--- src/rtl/core/tdfdr_pkg.sv ---
// Package of the target-decoy FDR threshold core: widths, codes, state and command types.
// No dependencies; used by every module of the core.
package tdfdr_pkg;

    localparam int STORE_DEPTH_DEF = 4096;

    localparam int SCORE_W     = 32;
    localparam int FUNC_W      = 3;
    localparam int STATUS_W    = 2;
    localparam int CFG_W       = 17;
    localparam int CFG_IDX_W   = 2;
    localparam int QV_W        = 17;
    localparam int CNT_OUT_W   = 13;
    localparam int S_TDATA_W   = 32;
    localparam int M_TDATA_W   = 80;
    localparam int DIV_STEPS   = 16;
    localparam int DIV_CNT_W   = 4;

    localparam logic [QV_W-1:0]    Q_ONE     = 17'd65536;
    localparam logic [SCORE_W-1:0] MAX_SCORE = 32'h7FFF_FFFF;
    localparam logic [CFG_W-1:0]   PIT_RESET = 17'd65536;
    localparam logic [CFG_W-1:0]   FDR_RESET = 17'd655;

    // Configuration register indexes.
    localparam logic [CFG_IDX_W-1:0] CFG_PIT = 2'd0;
    localparam logic [CFG_IDX_W-1:0] CFG_FDR = 2'd1;

    // Result status codes.
    localparam logic [STATUS_W-1:0] RS_OK   = 2'd0;
    localparam logic [STATUS_W-1:0] RS_NONE = 2'd1;
    localparam logic [STATUS_W-1:0] RS_FULL = 2'd2;
    localparam logic [STATUS_W-1:0] RS_ZERO = 2'd3;

    typedef enum logic [FUNC_W-1:0] {
        FN_CLEAR  = 3'd0,
        FN_DECOY  = 3'd1,
        FN_TARGET = 3'd2,
        FN_THRESH = 3'd3,
        FN_QUERY  = 3'd4
    } func_t;

    typedef enum logic [4:0] {
        ST_IDLE,
        ST_DECODE,
        ST_CLEAR,
        ST_APPEND,
        ST_CNT,
        ST_TH_INIT,
        ST_TH_CHK,
        ST_TH_RD,
        ST_TH_CAP,
        ST_TH_MUL,
        ST_TH_CMP,
        ST_NOFOUND,
        ST_CUT,
        ST_FIN_T,
        ST_S_INIT,
        ST_S_CHK,
        ST_S_ISSUE,
        ST_S_STEP,
        ST_S_DONE,
        ST_Q_T,
        ST_Q_MUL1,
        ST_Q_MUL2,
        ST_Q_CHK,
        ST_Q_ZERO,
        ST_Q_SAT,
        ST_DIV_INIT,
        ST_DIV_STEP,
        ST_DIV_END,
        ST_EMIT
    } ctrl_state_t;

    typedef enum logic [4:0] {
        DP_NOP,
        DP_LOAD,
        DP_CLEAR,
        DP_APPEND,
        DP_CNT,
        DP_TH_INIT,
        DP_NOFOUND,
        DP_T_READ,
        DP_T_CAP,
        DP_TH_MUL,
        DP_TH_CMP,
        DP_CUT,
        DP_S_INIT,
        DP_S_ISSUE,
        DP_S_STEP,
        DP_S_DONE,
        DP_Q_MUL1,
        DP_Q_MUL2,
        DP_Q_ZERO,
        DP_Q_SAT,
        DP_DIV_INIT,
        DP_DIV_STEP,
        DP_DIV_END,
        DP_EMIT
    } dp_op_t;

    typedef struct packed {
        dp_op_t op;
        logic   sel_tgt;
    } dp_cmd_t;

    typedef struct packed {
        logic [FUNC_W-1:0] func;
        logic              empty;
        logic              srch_done;
        logic              hit;
        logic              a_last;
        logic              den_zero;
        logic              sat;
        logic              div_last;
    } dp_stat_t;

    typedef struct packed {
        logic                 en;
        logic [CFG_IDX_W-1:0] idx;
        logic [CFG_W-1:0]     data;
    } cfg_wr_t;

endpackage

--- src/rtl/core/tdfdr_ctrl.sv ---
// Controller of the FDR threshold core: sequences each transaction through the datapath.
// Depends on tdfdr_pkg for the state, command and status types.
module tdfdr_ctrl (
    input  logic                aclk,
    input  logic                aresetn,
    input  logic                s_tvalid,
    output logic                s_tready,
    output logic                m_tvalid,
    input  logic                m_tready,
    input  tdfdr_pkg::dp_stat_t stat,
    output tdfdr_pkg::dp_cmd_t  cmd
);

    tdfdr_pkg::ctrl_state_t state_reg, state_next;
    tdfdr_pkg::ctrl_state_t ret_reg, ret_next;
    logic                   tgt_reg, tgt_next;
    logic                   m_valid_reg, m_valid_next;
    logic                   emit;

    // State registers.
    always_ff @(posedge aclk) begin
        if (!aresetn) begin
            state_reg   <= tdfdr_pkg::ST_IDLE;
            ret_reg     <= tdfdr_pkg::ST_IDLE;
            tgt_reg     <= 1'b0;
            m_valid_reg <= 1'b0;
        end else begin
            state_reg   <= state_next;
            ret_reg     <= ret_next;
            tgt_reg     <= tgt_next;
            m_valid_reg <= m_valid_next;
        end
    end

    assign emit = (state_reg == tdfdr_pkg::ST_EMIT) && (!m_valid_reg || m_tready);

    // Next state; a search records its store and where to return.
    always_comb begin
        state_next   = state_reg;
        ret_next     = ret_reg;
        tgt_next     = tgt_reg;
        m_valid_next = emit ? 1'b1 : (m_tready ? 1'b0 : m_valid_reg);
        case (state_reg)
            tdfdr_pkg::ST_IDLE: begin
                if (s_tvalid) begin
                    state_next = tdfdr_pkg::ST_DECODE;
                end
            end
            tdfdr_pkg::ST_DECODE: begin
                case (tdfdr_pkg::func_t'(stat.func))
                    tdfdr_pkg::FN_CLEAR:  state_next = tdfdr_pkg::ST_CLEAR;
                    tdfdr_pkg::FN_DECOY:  state_next = tdfdr_pkg::ST_APPEND;
                    tdfdr_pkg::FN_TARGET: state_next = tdfdr_pkg::ST_APPEND;
                    tdfdr_pkg::FN_THRESH: state_next = tdfdr_pkg::ST_TH_INIT;
                    tdfdr_pkg::FN_QUERY: begin
                        tgt_next   = 1'b0;
                        ret_next   = tdfdr_pkg::ST_Q_T;
                        state_next = tdfdr_pkg::ST_S_INIT;
                    end
                    default: state_next = tdfdr_pkg::ST_EMIT;
                endcase
            end
            tdfdr_pkg::ST_CLEAR:   state_next = tdfdr_pkg::ST_CNT;
            tdfdr_pkg::ST_APPEND:  state_next = tdfdr_pkg::ST_CNT;
            tdfdr_pkg::ST_CNT:     state_next = tdfdr_pkg::ST_EMIT;
            tdfdr_pkg::ST_TH_INIT: state_next = tdfdr_pkg::ST_TH_CHK;
            tdfdr_pkg::ST_TH_CHK: begin
                state_next = stat.empty ? tdfdr_pkg::ST_NOFOUND : tdfdr_pkg::ST_TH_RD;
            end
            tdfdr_pkg::ST_TH_RD:   state_next = tdfdr_pkg::ST_TH_CAP;
            tdfdr_pkg::ST_TH_CAP: begin
                tgt_next   = 1'b0;
                ret_next   = tdfdr_pkg::ST_TH_MUL;
                state_next = tdfdr_pkg::ST_S_INIT;
            end
            tdfdr_pkg::ST_TH_MUL:  state_next = tdfdr_pkg::ST_TH_CMP;
            tdfdr_pkg::ST_TH_CMP: begin
                if (stat.hit) begin
                    state_next = tdfdr_pkg::ST_CUT;
                end else if (stat.a_last) begin
                    state_next = tdfdr_pkg::ST_NOFOUND;
                end else begin
                    state_next = tdfdr_pkg::ST_TH_RD;
                end
            end
            tdfdr_pkg::ST_NOFOUND: state_next = tdfdr_pkg::ST_CUT;
            tdfdr_pkg::ST_CUT: begin
                tgt_next   = 1'b0;
                ret_next   = tdfdr_pkg::ST_FIN_T;
                state_next = tdfdr_pkg::ST_S_INIT;
            end
            tdfdr_pkg::ST_FIN_T: begin
                tgt_next   = 1'b1;
                ret_next   = tdfdr_pkg::ST_EMIT;
                state_next = tdfdr_pkg::ST_S_INIT;
            end
            tdfdr_pkg::ST_S_INIT:  state_next = tdfdr_pkg::ST_S_CHK;
            tdfdr_pkg::ST_S_CHK: begin
                state_next = stat.srch_done ? tdfdr_pkg::ST_S_DONE : tdfdr_pkg::ST_S_ISSUE;
            end
            tdfdr_pkg::ST_S_ISSUE: state_next = tdfdr_pkg::ST_S_STEP;
            tdfdr_pkg::ST_S_STEP:  state_next = tdfdr_pkg::ST_S_CHK;
            tdfdr_pkg::ST_S_DONE:  state_next = ret_reg;
            tdfdr_pkg::ST_Q_T: begin
                tgt_next   = 1'b1;
                ret_next   = tdfdr_pkg::ST_Q_MUL1;
                state_next = tdfdr_pkg::ST_S_INIT;
            end
            tdfdr_pkg::ST_Q_MUL1:  state_next = tdfdr_pkg::ST_Q_MUL2;
            tdfdr_pkg::ST_Q_MUL2:  state_next = tdfdr_pkg::ST_Q_CHK;
            tdfdr_pkg::ST_Q_CHK: begin
                if (stat.den_zero) begin
                    state_next = tdfdr_pkg::ST_Q_ZERO;
                end else if (stat.sat) begin
                    state_next = tdfdr_pkg::ST_Q_SAT;
                end else begin
                    state_next = tdfdr_pkg::ST_DIV_INIT;
                end
            end
            tdfdr_pkg::ST_Q_ZERO:   state_next = tdfdr_pkg::ST_EMIT;
            tdfdr_pkg::ST_Q_SAT:    state_next = tdfdr_pkg::ST_EMIT;
            tdfdr_pkg::ST_DIV_INIT: state_next = tdfdr_pkg::ST_DIV_STEP;
            tdfdr_pkg::ST_DIV_STEP: begin
                if (stat.div_last) begin
                    state_next = tdfdr_pkg::ST_DIV_END;
                end
            end
            tdfdr_pkg::ST_DIV_END:  state_next = tdfdr_pkg::ST_EMIT;
            tdfdr_pkg::ST_EMIT: begin
                if (emit) begin
                    state_next = tdfdr_pkg::ST_IDLE;
                end
            end
            default: state_next = tdfdr_pkg::ST_IDLE;
        endcase
    end

    // Commands to the datapath.
    always_comb begin
        cmd.op      = tdfdr_pkg::DP_NOP;
        cmd.sel_tgt = tgt_reg;
        case (state_reg)
            tdfdr_pkg::ST_IDLE: begin
                if (s_tvalid) begin
                    cmd.op = tdfdr_pkg::DP_LOAD;
                end
            end
            tdfdr_pkg::ST_CLEAR:    cmd.op = tdfdr_pkg::DP_CLEAR;
            tdfdr_pkg::ST_APPEND:   cmd.op = tdfdr_pkg::DP_APPEND;
            tdfdr_pkg::ST_CNT:      cmd.op = tdfdr_pkg::DP_CNT;
            tdfdr_pkg::ST_TH_INIT:  cmd.op = tdfdr_pkg::DP_TH_INIT;
            tdfdr_pkg::ST_TH_RD:    cmd.op = tdfdr_pkg::DP_T_READ;
            tdfdr_pkg::ST_TH_CAP:   cmd.op = tdfdr_pkg::DP_T_CAP;
            tdfdr_pkg::ST_TH_MUL:   cmd.op = tdfdr_pkg::DP_TH_MUL;
            tdfdr_pkg::ST_TH_CMP:   cmd.op = tdfdr_pkg::DP_TH_CMP;
            tdfdr_pkg::ST_NOFOUND:  cmd.op = tdfdr_pkg::DP_NOFOUND;
            tdfdr_pkg::ST_CUT:      cmd.op = tdfdr_pkg::DP_CUT;
            tdfdr_pkg::ST_S_INIT:   cmd.op = tdfdr_pkg::DP_S_INIT;
            tdfdr_pkg::ST_S_ISSUE:  cmd.op = tdfdr_pkg::DP_S_ISSUE;
            tdfdr_pkg::ST_S_STEP:   cmd.op = tdfdr_pkg::DP_S_STEP;
            tdfdr_pkg::ST_S_DONE:   cmd.op = tdfdr_pkg::DP_S_DONE;
            tdfdr_pkg::ST_Q_MUL1:   cmd.op = tdfdr_pkg::DP_Q_MUL1;
            tdfdr_pkg::ST_Q_MUL2:   cmd.op = tdfdr_pkg::DP_Q_MUL2;
            tdfdr_pkg::ST_Q_ZERO:   cmd.op = tdfdr_pkg::DP_Q_ZERO;
            tdfdr_pkg::ST_Q_SAT:    cmd.op = tdfdr_pkg::DP_Q_SAT;
            tdfdr_pkg::ST_DIV_INIT: cmd.op = tdfdr_pkg::DP_DIV_INIT;
            tdfdr_pkg::ST_DIV_STEP: cmd.op = tdfdr_pkg::DP_DIV_STEP;
            tdfdr_pkg::ST_DIV_END:  cmd.op = tdfdr_pkg::DP_DIV_END;
            tdfdr_pkg::ST_EMIT: begin
                if (emit) begin
                    cmd.op = tdfdr_pkg::DP_EMIT;
                end
            end
            default: cmd.op = tdfdr_pkg::DP_NOP;
        endcase
    end

    assign s_tready = (state_reg == tdfdr_pkg::ST_IDLE);
    assign m_tvalid = m_valid_reg;

endmodule

--- config.mk ---
export PLATFORM = sky130hd
export DESIGN_NAME = tdfdr_ctrl
export DESIGN_NICKNAME = d
export VERILOG_FILES = /design/src/rtl/core/tdfdr_pkg.sv /design/src/rtl/core/tdfdr_ctrl.sv
export SDC_FILE = /design/constraint.sdc
export NUM_CORES = 1
export LEC_CHECK = 0
export BUFFER_PORTS_ARGS = -buffer_cell sky130_fd_sc_hd__buf_4
export CORE_ASPECT_RATIO = 1.4
export CORE_MARGIN = 3
export CORE_UTILIZATION = 29
export CTS_BUF_LIST = sky130_fd_sc_hd__clkbuf_16
export DETAILED_ROUTE_END_ITERATION = 6
export PLACE_DENSITY_LB_ADDON = 0.05
export SYNTH_ARGS = -nofsm -noshare
export SYNTH_HDL_FRONTEND = slang
export SYNTH_SLANG_ARGS = --single-unit
--- constraint.sdc ---
create_clock -name aclk -period 1.8 [get_ports aclk]
set_input_delay 0 -clock aclk [delete_from_list [all_inputs] [get_ports aclk]]
set_output_delay 0 -clock aclk [all_outputs]
set_load 0.02 [all_outputs]
Word level (Yosys, flattened, before mapping). Cells that the tools add are included.

Flip-flop bits (word level): 12. Bits of input ports: 14. Output and inout port bits: 8. Word-level logic and storage cells: 78.

Equal/unequal tests: 36. Muxes and demuxes: 20. Reduce and logical (&&, ||, !) cells: 18.

Operators by type and width (count): one-hot mux 5 bit (23 select lines) (1); one-hot mux 5 bit (21 select lines) (1); equality test 5 bit (second input constant) (13); equality test 5 x 4 -> 1 bit (second input constant) (8); 2-to-1 mux 5 bit (5); one-hot mux 5 bit (5 select lines) (1); equality test 5 x 3 -> 1 bit (second input constant) (4); one-hot mux 5 bit (4 select lines) (1); 2-to-1 mux 4 bit (4); equality test 5 x 2 -> 1 bit (second input constant) (2); OR reduction 2 bit (5); != test 2 bit (second input constant) (4); OR reduction 4 bit (2); equality test 3 x 2 -> 1 bit (second input constant) (2); equality test 5 x 1 -> 1 bit (second input constant) (1); logical NOT 5 bit (1); 2-to-1 mux 1 bit (5); nonzero test 5 bit (1); AND reduction 2 bit (2); equality test 3 x 1 -> 1 bit (second input constant) (1); equality test 3 bit (second input constant) (1); logical NOT 3 bit (1); one-hot mux 1 bit (3 select lines) (1); AND reduction 3 bit (1); 6 further kinds (6).

Logic depth before layout (Yosys ltp). Gate-level depths: netlist of the first run.

Word-level depth: 5. Depth in mapped cells: 6. Mapped depth without buffers: 4.

Worst setup path after synthesis of the first run. OpenSTA, ideal clock, no wires.

Path kind: register to register. Start: reg state_reg[1]. End: reg ret_reg[1]. Required time: 1.685 ns. Arrival time: 1.356 ns. Slack: 0.329 ns. Period minus slack after synthesis: 1.471 ns. Stages on the path, launching flop included: 6. Buffers on the path: 1. Library setup time: 0.115 ns. Path through: dfxtp_1 -> buf_2 -> nor3_1 -> a41oi_1 -> and3_1 -> o21a_1.

Cells in the longest elaborated chain, start to end: 3. Elaborated cells on any way between the ends: 9. Classes of those cells: eq/ne: 6; mux: 1; reduce/logical: 2.

Ends and longest elaborated chain: from (decl) (RTL line tdfdr_ctrl.sv:14) `tdfdr_pkg::ctrl_state_t state_reg, state_next;`; from (signal assigned) (RTL line tdfdr_ctrl.sv:23) `state_reg <= tdfdr_pkg::ST_IDLE;`; from (signal assigned) (RTL line tdfdr_ctrl.sv:28) `state_reg <= state_next;`; equality test 5 x 4 -> 1 bit (tied with other cells) (RTL line tdfdr_ctrl.sv:43) `case (state_reg)`; nonzero test 5 bit (no source line) or != test 2 bit (tied branches); AND reduction 2 bit (no source line); to (signal assigned) (RTL line tdfdr_ctrl.sv:24) `ret_reg <= tdfdr_pkg::ST_IDLE;`; to (signal assigned) (RTL line tdfdr_ctrl.sv:29) `ret_reg <= ret_next;`; to (decl) (RTL line tdfdr_ctrl.sv:15) `tdfdr_pkg::ctrl_state_t ret_reg, ret_next;`.

Parallel ways exist; a longest one is shown, timed or not. A chain may end at the register's enable or synchronous reset.

Worst setup path in the final report of the first run.
Start: reg state_reg[2]. End: reg state_reg[0].

Cells in the longest elaborated chain, start to end: 4. Elaborated cells on any way between the ends: 39. Classes of those cells: eq/ne: 31; mux: 1; reduce/logical: 7.

Ends and longest elaborated chain: parallel branches: the longest is 4 deep, another holds one-hot mux 5 bit (21 select lines).

Parallel ways; which one is timed is not known.

==> impl_metrics.json, run 1 <==
{
  "status": "complete, no violations",
  "crit_family": "simple AND/OR/NAND/NOR gates",
  "io_buffers": 21,
  "p_int_mw": 1.60,
  "ios": 22,
  "crit_type": "register to register",
  "ys_seq_area_frac": 0.188,
  "critPathArrivalTime_ns": 1.90,
  "async_flop_share": 0,
  "ir_drop_mv": 0.848,
  "utilization": 0.430,
  "root_buffer": "clkbuf_16",
  "yosysWarnings": 0,
  "drv_cap": 0,
  "grt_pass1_vias": 1486,
  "die_area_um2": 5250,
  "fin_nets": 229,
  "coreArea_um2": 4090,
  "syn_inst": 176,
  "critical_path.cell_chain": "buf_6, or3_4, or4b_1, nand3_1, o31a_1",
  "power.switching_mw": 1.30,
  "post-place-ws_ns": -0.00742,
  "synth.most_common_cell": "a21oi_1",
  "timing.fmax_mhz": 582,
  "syn2layout_area_growth_pct": 37.6,
  "overflow": 0,
  "finalCritPeriodShare": 0.955,
  "remaining_drc_errors": 0,
  "seqPwrFrac": 0.165,
  "drt_wl_total_um": 4370,
  "synth_top_area_cell": "dfxtp_1",
  "fp.dieW_um": 62.1,
  "grt_max_degree": 19,
  "dp_hpwl_um": 3440,
  "clkLatencyLatePin_ns": 0.24,
  "via_count": 1527,
  "cts_buffers": 3,
  "clock_skew_ns": 0.00153,
  "postLayoutCellArea_um2": 1760,
  "ff2ff_setup_slack_ns": 0.08,
  "synth.net_count": 190,
  "clkPwrFrac": 0.142,
  "clock_sinks": 12,
  "placed_area_um2": 1660,
  "cts_tree": "done",
  "yosys_most_used_dff": "dfxtp_1",
  "die_h_um": 84.5,
  "rsz0062_at_grt": "false",
  "drtPass1Iterations": 4,
  "critical_path.max_fanout": 18,
  "dr.first_iter.drc_count": 69,
  "worst_setup_path_start_kind": "register",
  "cp_slowest_stage_delay_ns": 0.52,
  "drive_above_1_share": 0.308,
  "grt.total_usage": 0.183,
  "viasPerCell": 5.61,
  "synth_top_area_frac": 0.188,
  "clock_path_buffers": 2,
  "powerDensity_nw_per_um2": 1650,
  "synth_area_leaders": "dfxtp_1 19%, a21oi_1 6.3%, nor2b_1 4.4%",
  "leakage_nw": 0.716,
  "clk_pin_slew_ns": 0.04,
  "finalHoldViolCount": 0,
  "wire_per_inst_um": 16.1,
  "combPwrFrac": 0.693,
  "required_ns": 1.98,
  "swShare": 0.448,
  "rows": 27,
  "hp-class": "primary input to register",
  "crit_slowest_cell": "or4b_1",
  "setup_viol_count_final": 0,
  "worst_pin_slew_ns": 0.417,
  "endpoint_kind": "register",
  "ys_seq_elements": 12,
  "critPathBufInv": 1,
  "fin_ws_ns": 0.0807,
  "slew_headroom": 0.715,
  "grt_pass1_wl_um": 7400,
  "diodes": 0,
  "cts_max_level": 1,
  "slew_viol_final": 0,
  "ant_nets": 0,
  "syn_avg_cell_area_um2": 7.26,
  "synthTopCellsByCount": "16 x a21oi_1, 14 x nand2_1, 12 x dfxtp_1",
  "min_period_ns": 1.72,
  "start_util": 0.313,
  "synth_area_um2": 1280,
  "synth_edf_count": 0,
  "yosysUniqueCellTypes": 54,
  "gp_routability_congestion": 0.919,
  "post_cts_buffers": 0,
  "antenna_found_initial": 0
}
==> routing by layer <==
| metal | vias to the layer above | GRT usage | share of wire |
|---|---|---|---|
| li1 | 751 | - | - |
| met1 | 723 | 0.244 | 0.44 |
| met2 | 42 | 0.287 | 0.50 |
| met3 | 11 | 0.0262 | 0.037 |
| met4 | 0 | 0.0714 | 0.025 |
| met5 | - | 0 | 0 |
==> cells in the final DEF (no fill, tap or decap), types with 3 or more instances in the layout <==
cell,n
nor2b_1,9
o2111ai_1,4
nand2_1,14
nor3b_1,6
nand2b_1,7
dfxtp_1,9
o21a_1,6
nor2_1,10
a21oi_1,16
nor3_1,6
nand3_1,9
buf_4,49
a31oi_1,4
clkbuf_16,3
o21ai_0,6
o31a_1,3
inv_1,5
==> path summary, 6_finish.rpt <==
check / cells past startpoint / start / to
worst min-delay path: 2 / aresetn / state_reg[4]
worst max register to register: 5 / state_reg[2] / state_reg[0]
worst min register to register: 2 / ret_reg[2] / ret_reg[2]
worst max-delay path: 5 / state_reg[2] / state_reg[0]
==> what timing repair did <==
item	CTS	global route
hold buffers	0	0
setup endpoints to repair	4	6
gates resized for setup	4	3
hold endpoints to repair	0	0
==> layout make-up <==
type,instances,area (um^2)
fillers,419,2330
multi-input cells,142,942
repair buffers,51,399
flip-flops and latches,12,246
clock buffers,3,75.1
well taps,58,72.6
inverters,5,18.8
clock inverters,1,3.75
==> logic make-up (layout without fill, tap and decap cells) <==
family | after synthesis | count (layout) | share of synthesized area
mux | 1 | 1 | 0.0176
compound gates | 60 | 60 | 0.334
xor+xnor | 1 | 1 | 0.00686
buf+inv | 22 | 60 | 0.0833
flops | 12 | 12 | 0.188
simple gates | 80 | 80 | 0.370
==> through the flow <==
step	power (mW)	setup TNS, ns	hold slack, ns	instances
global placement	2.44	-0.00313	0.311	268
finish	2.90	0	0.0571	272
global route	3.14	0	0.0715	272
CTS	2.89	0	0.0666	272
floorplan	1.66	0	0.226	176
detailed placement	2.45	-0.00742	0.314	268
==> power by group through the flow <==
stage / Clock, mW / Combinational (mW) / Sequential (mW)
4_1_cts: 0.415 / 2.00 / 0.473
2_1_floorplan: 0 / 1.27 / 0.395
6_report: 0.411 / 2.01 / 0.479
3_3_place_gp: 0 / 1.97 / 0.469
5_1_grt: 0.430 / 2.21 / 0.498
3_5_place_dp: 0 / 1.99 / 0.466
Note: power is estimated with default switching activity, not from simulation.
==> run 2, diff against run 1 <==
Settings changed: CELL_PAD_IN_SITES_DETAIL_PLACEMENT set to 0, CELL_PAD_IN_SITES_GLOBAL_PLACEMENT set to 1.
==> run 2 against run 1 <==
Compared with the run above:
- clock power grew 4%
- maximum frequency shrank 1.3%
- via count shrank 2.2%
- final area grew 0.21%
- total power is 1.3% higher
- clock skew increased by 0.0038 ns
- non-clock buffer count up 2
- core utilization increased by 0.092 points
- routed wire length is 3.7% higher
==> impl_metrics.json, run 2 (same netlist as run 1, synthesis figures left out) <==
{
  "ant_nets": 0,
  "ir_drop_mv": 0.774,
  "min_period_ns": 1.74,
  "syn2layout_area_growth_pct": 37.9,
  "crit_slowest_cell": "or4b_1",
  "rows": 27,
  "min_path_cells": 2,
  "finalHoldViolCount": 0,
  "clkLatencyLatePin_ns": 0.25,
  "fin_ws_ns": 0.0583,
  "p_int_mw": 1.62,
  "place_inst": 270,
  "final_cell_count_no_fill": 274,
  "root_buffer": "clkbuf_16",
  "postLayoutCellArea_um2": 1760,
  "drive_above_1_share": 0.324,
  "worst_setup_path_start_kind": "register",
  "grt_max_degree": 19,
  "crit_type": "register to register",
  "post_cts_buffers": 0,
  "final_common_cell": "buf_4",
  "clk_pin_slew_ns": 0.05,
  "overflow": 0,
  "timing.setup.tns_ns": 0,
  "critPathBufInv": 1,
  "critical_path.max_fanout": 10,
  "drtPass1Iterations": 4,
  "critical_path.cell_chain": "buf_4, or3_4, or4b_1, nand3_1, o31a_1",
  "timing.fmax_mhz": 574,
  "grt_pass1_vias": 1446,
  "status": "complete, no violations",
  "wire_per_inst_um": 16.5,
  "slew_viol_final": 0,
  "fin_nets": 231,
  "combPwrFrac": 0.687,
  "leakage_nw": 0.720,
  "hp-class": "primary input to register",
  "clock_sinks": 12,
  "cts_buffers": 3,
  "start_util": 0.313,
  "clock_path_buffers": 2,
  "clock_skew_ns": 0.00534,
  "drv_cap": 0,
  "r2r_end": "state_reg[0]",
  "remaining_drc_errors": 0,
  "setup_viol_count_final": 0,
  "dp_hpwl_um": 3530,
  "endpoint_kind": "register",
  "power.switching_mw": 1.31,
  "regArea_um2": 249,
  "fillCellCount": 427,
  "crit_family": "simple AND/OR/NAND/NOR gates",
  "r2r-start": "state_reg[2]",
  "antenna_found_initial": 0,
  "via_count": 1494,
  "cp_slowest_stage_delay_ns": 0.52,
  "finalCritPeriodShare": 0.968,
  "cts_tree": "done",
  "finalHoldWorstSlack_ns": 0.0472,
  "fp.dieW_um": 62.1,
  "drt_wl_total_um": 4530,
  "critPathArrivalTime_ns": 1.93,
  "io_buffers": 21,
  "viasPerCell": 5.45,
  "ios": 22,
  "dr.first_iter.drc_count": 97,
  "worst_pin_slew_ns": 0.430,
  "post-place-ws_ns": 0.00132,
  "required_ns": 1.99,
  "seqPwrFrac": 0.168,
  "diodes": 0,
  "p_total_mw": 2.94,
  "holdPathEnd": "state_reg[4]",
  "die_area_um2": 5250,
  "reg2reg_depth": 5,
  "swShare": 0.448,
  "grt_pass1_wl_um": 7220,
  "grt.total_usage": 0.182,
  "gp_routability_congestion": 0.922,
  "rsz0062_at_grt": "false",
  "cts_max_level": 1,
  "utilization": 0.431,
  "multi_input_area_um2": 945,
  "slew_headroom": 0.712,
  "powerDensity_nw_per_um2": 1670,
  "clkPwrFrac": 0.146,
  "final_cell_mix": "53 x buf_4, 15 x a21oi_1, 14 x nand2_1",
  "die_h_um": 84.5,
  "holdCritStartpoint": "aresetn",
  "ff2ff_setup_slack_ns": 0.06,
  "placed_area_um2": 1660,
  "coreArea_um2": 4090
}
[run 2: layer usage]
layer | wire length, um | part of all wire | GRT usage
met4 | 49 | 0.011 | 0.0541
met2 | 2390 | 0.53 | 0.309
met3 | 140 | 0.031 | 0.0185
met1 | 1960 | 0.43 | 0.231
met5 | 0 | 0 | 0
[run 2: how the worst max path moves through the flow]
stage / start / end / slack (ns) / cells past startpoint
2_1_floorplan: state_reg[1] / ret_reg[1] / 0.33 / 5
6_report: state_reg[2] / state_reg[0] / 0.06 / 5
4_1_cts: state_reg[3] / cmd[1] / 0.003 / 6
5_1_grt: state_reg[3] / cmd[1] / 0.0005 / 6
3_3_place_gp: state_reg[1] / state_reg[3] / 0.03 / 4
3_5_place_dp: state_reg[1] / state_reg[3] / 0.001 / 4
[run 2: power groups by stage]
stage / combinational (mW) / sequential, mW / clock [mW]
global placement: 1.98 / 0.478 / 0
finish: 2.02 / 0.493 / 0.427
detailed placement: 1.99 / 0.482 / 0
CTS: 2.00 / 0.483 / 0.427
global route: 2.20 / 0.513 / 0.447
floorplan: 1.27 / 0.395 / 0
[run 2: layout make-up]
type,count,area share
repair buffers,53,0.226
well taps,58,0.0412
flip-flops and latches,12,0.141
clock inverters,1,0.00213
inverters,5,0.0107
multi-input cells,142,0.536
clock buffers,3,0.0426
[run 2: repair_timing]
item,4_1_cts,5_1_grt
setup endpoints to repair,4,10
hold buffers,0,0
hold endpoints to repair,0,0
resized for setup,2,9
[run 2: worst register-to-register path: stages (launching register included)]
cell and delay (ns):
dfxtp_1 0.37, buf_4 0.20, or3_4 0.37, or4b_1 0.52, nand3_1 0.11, o31a_1 0.12
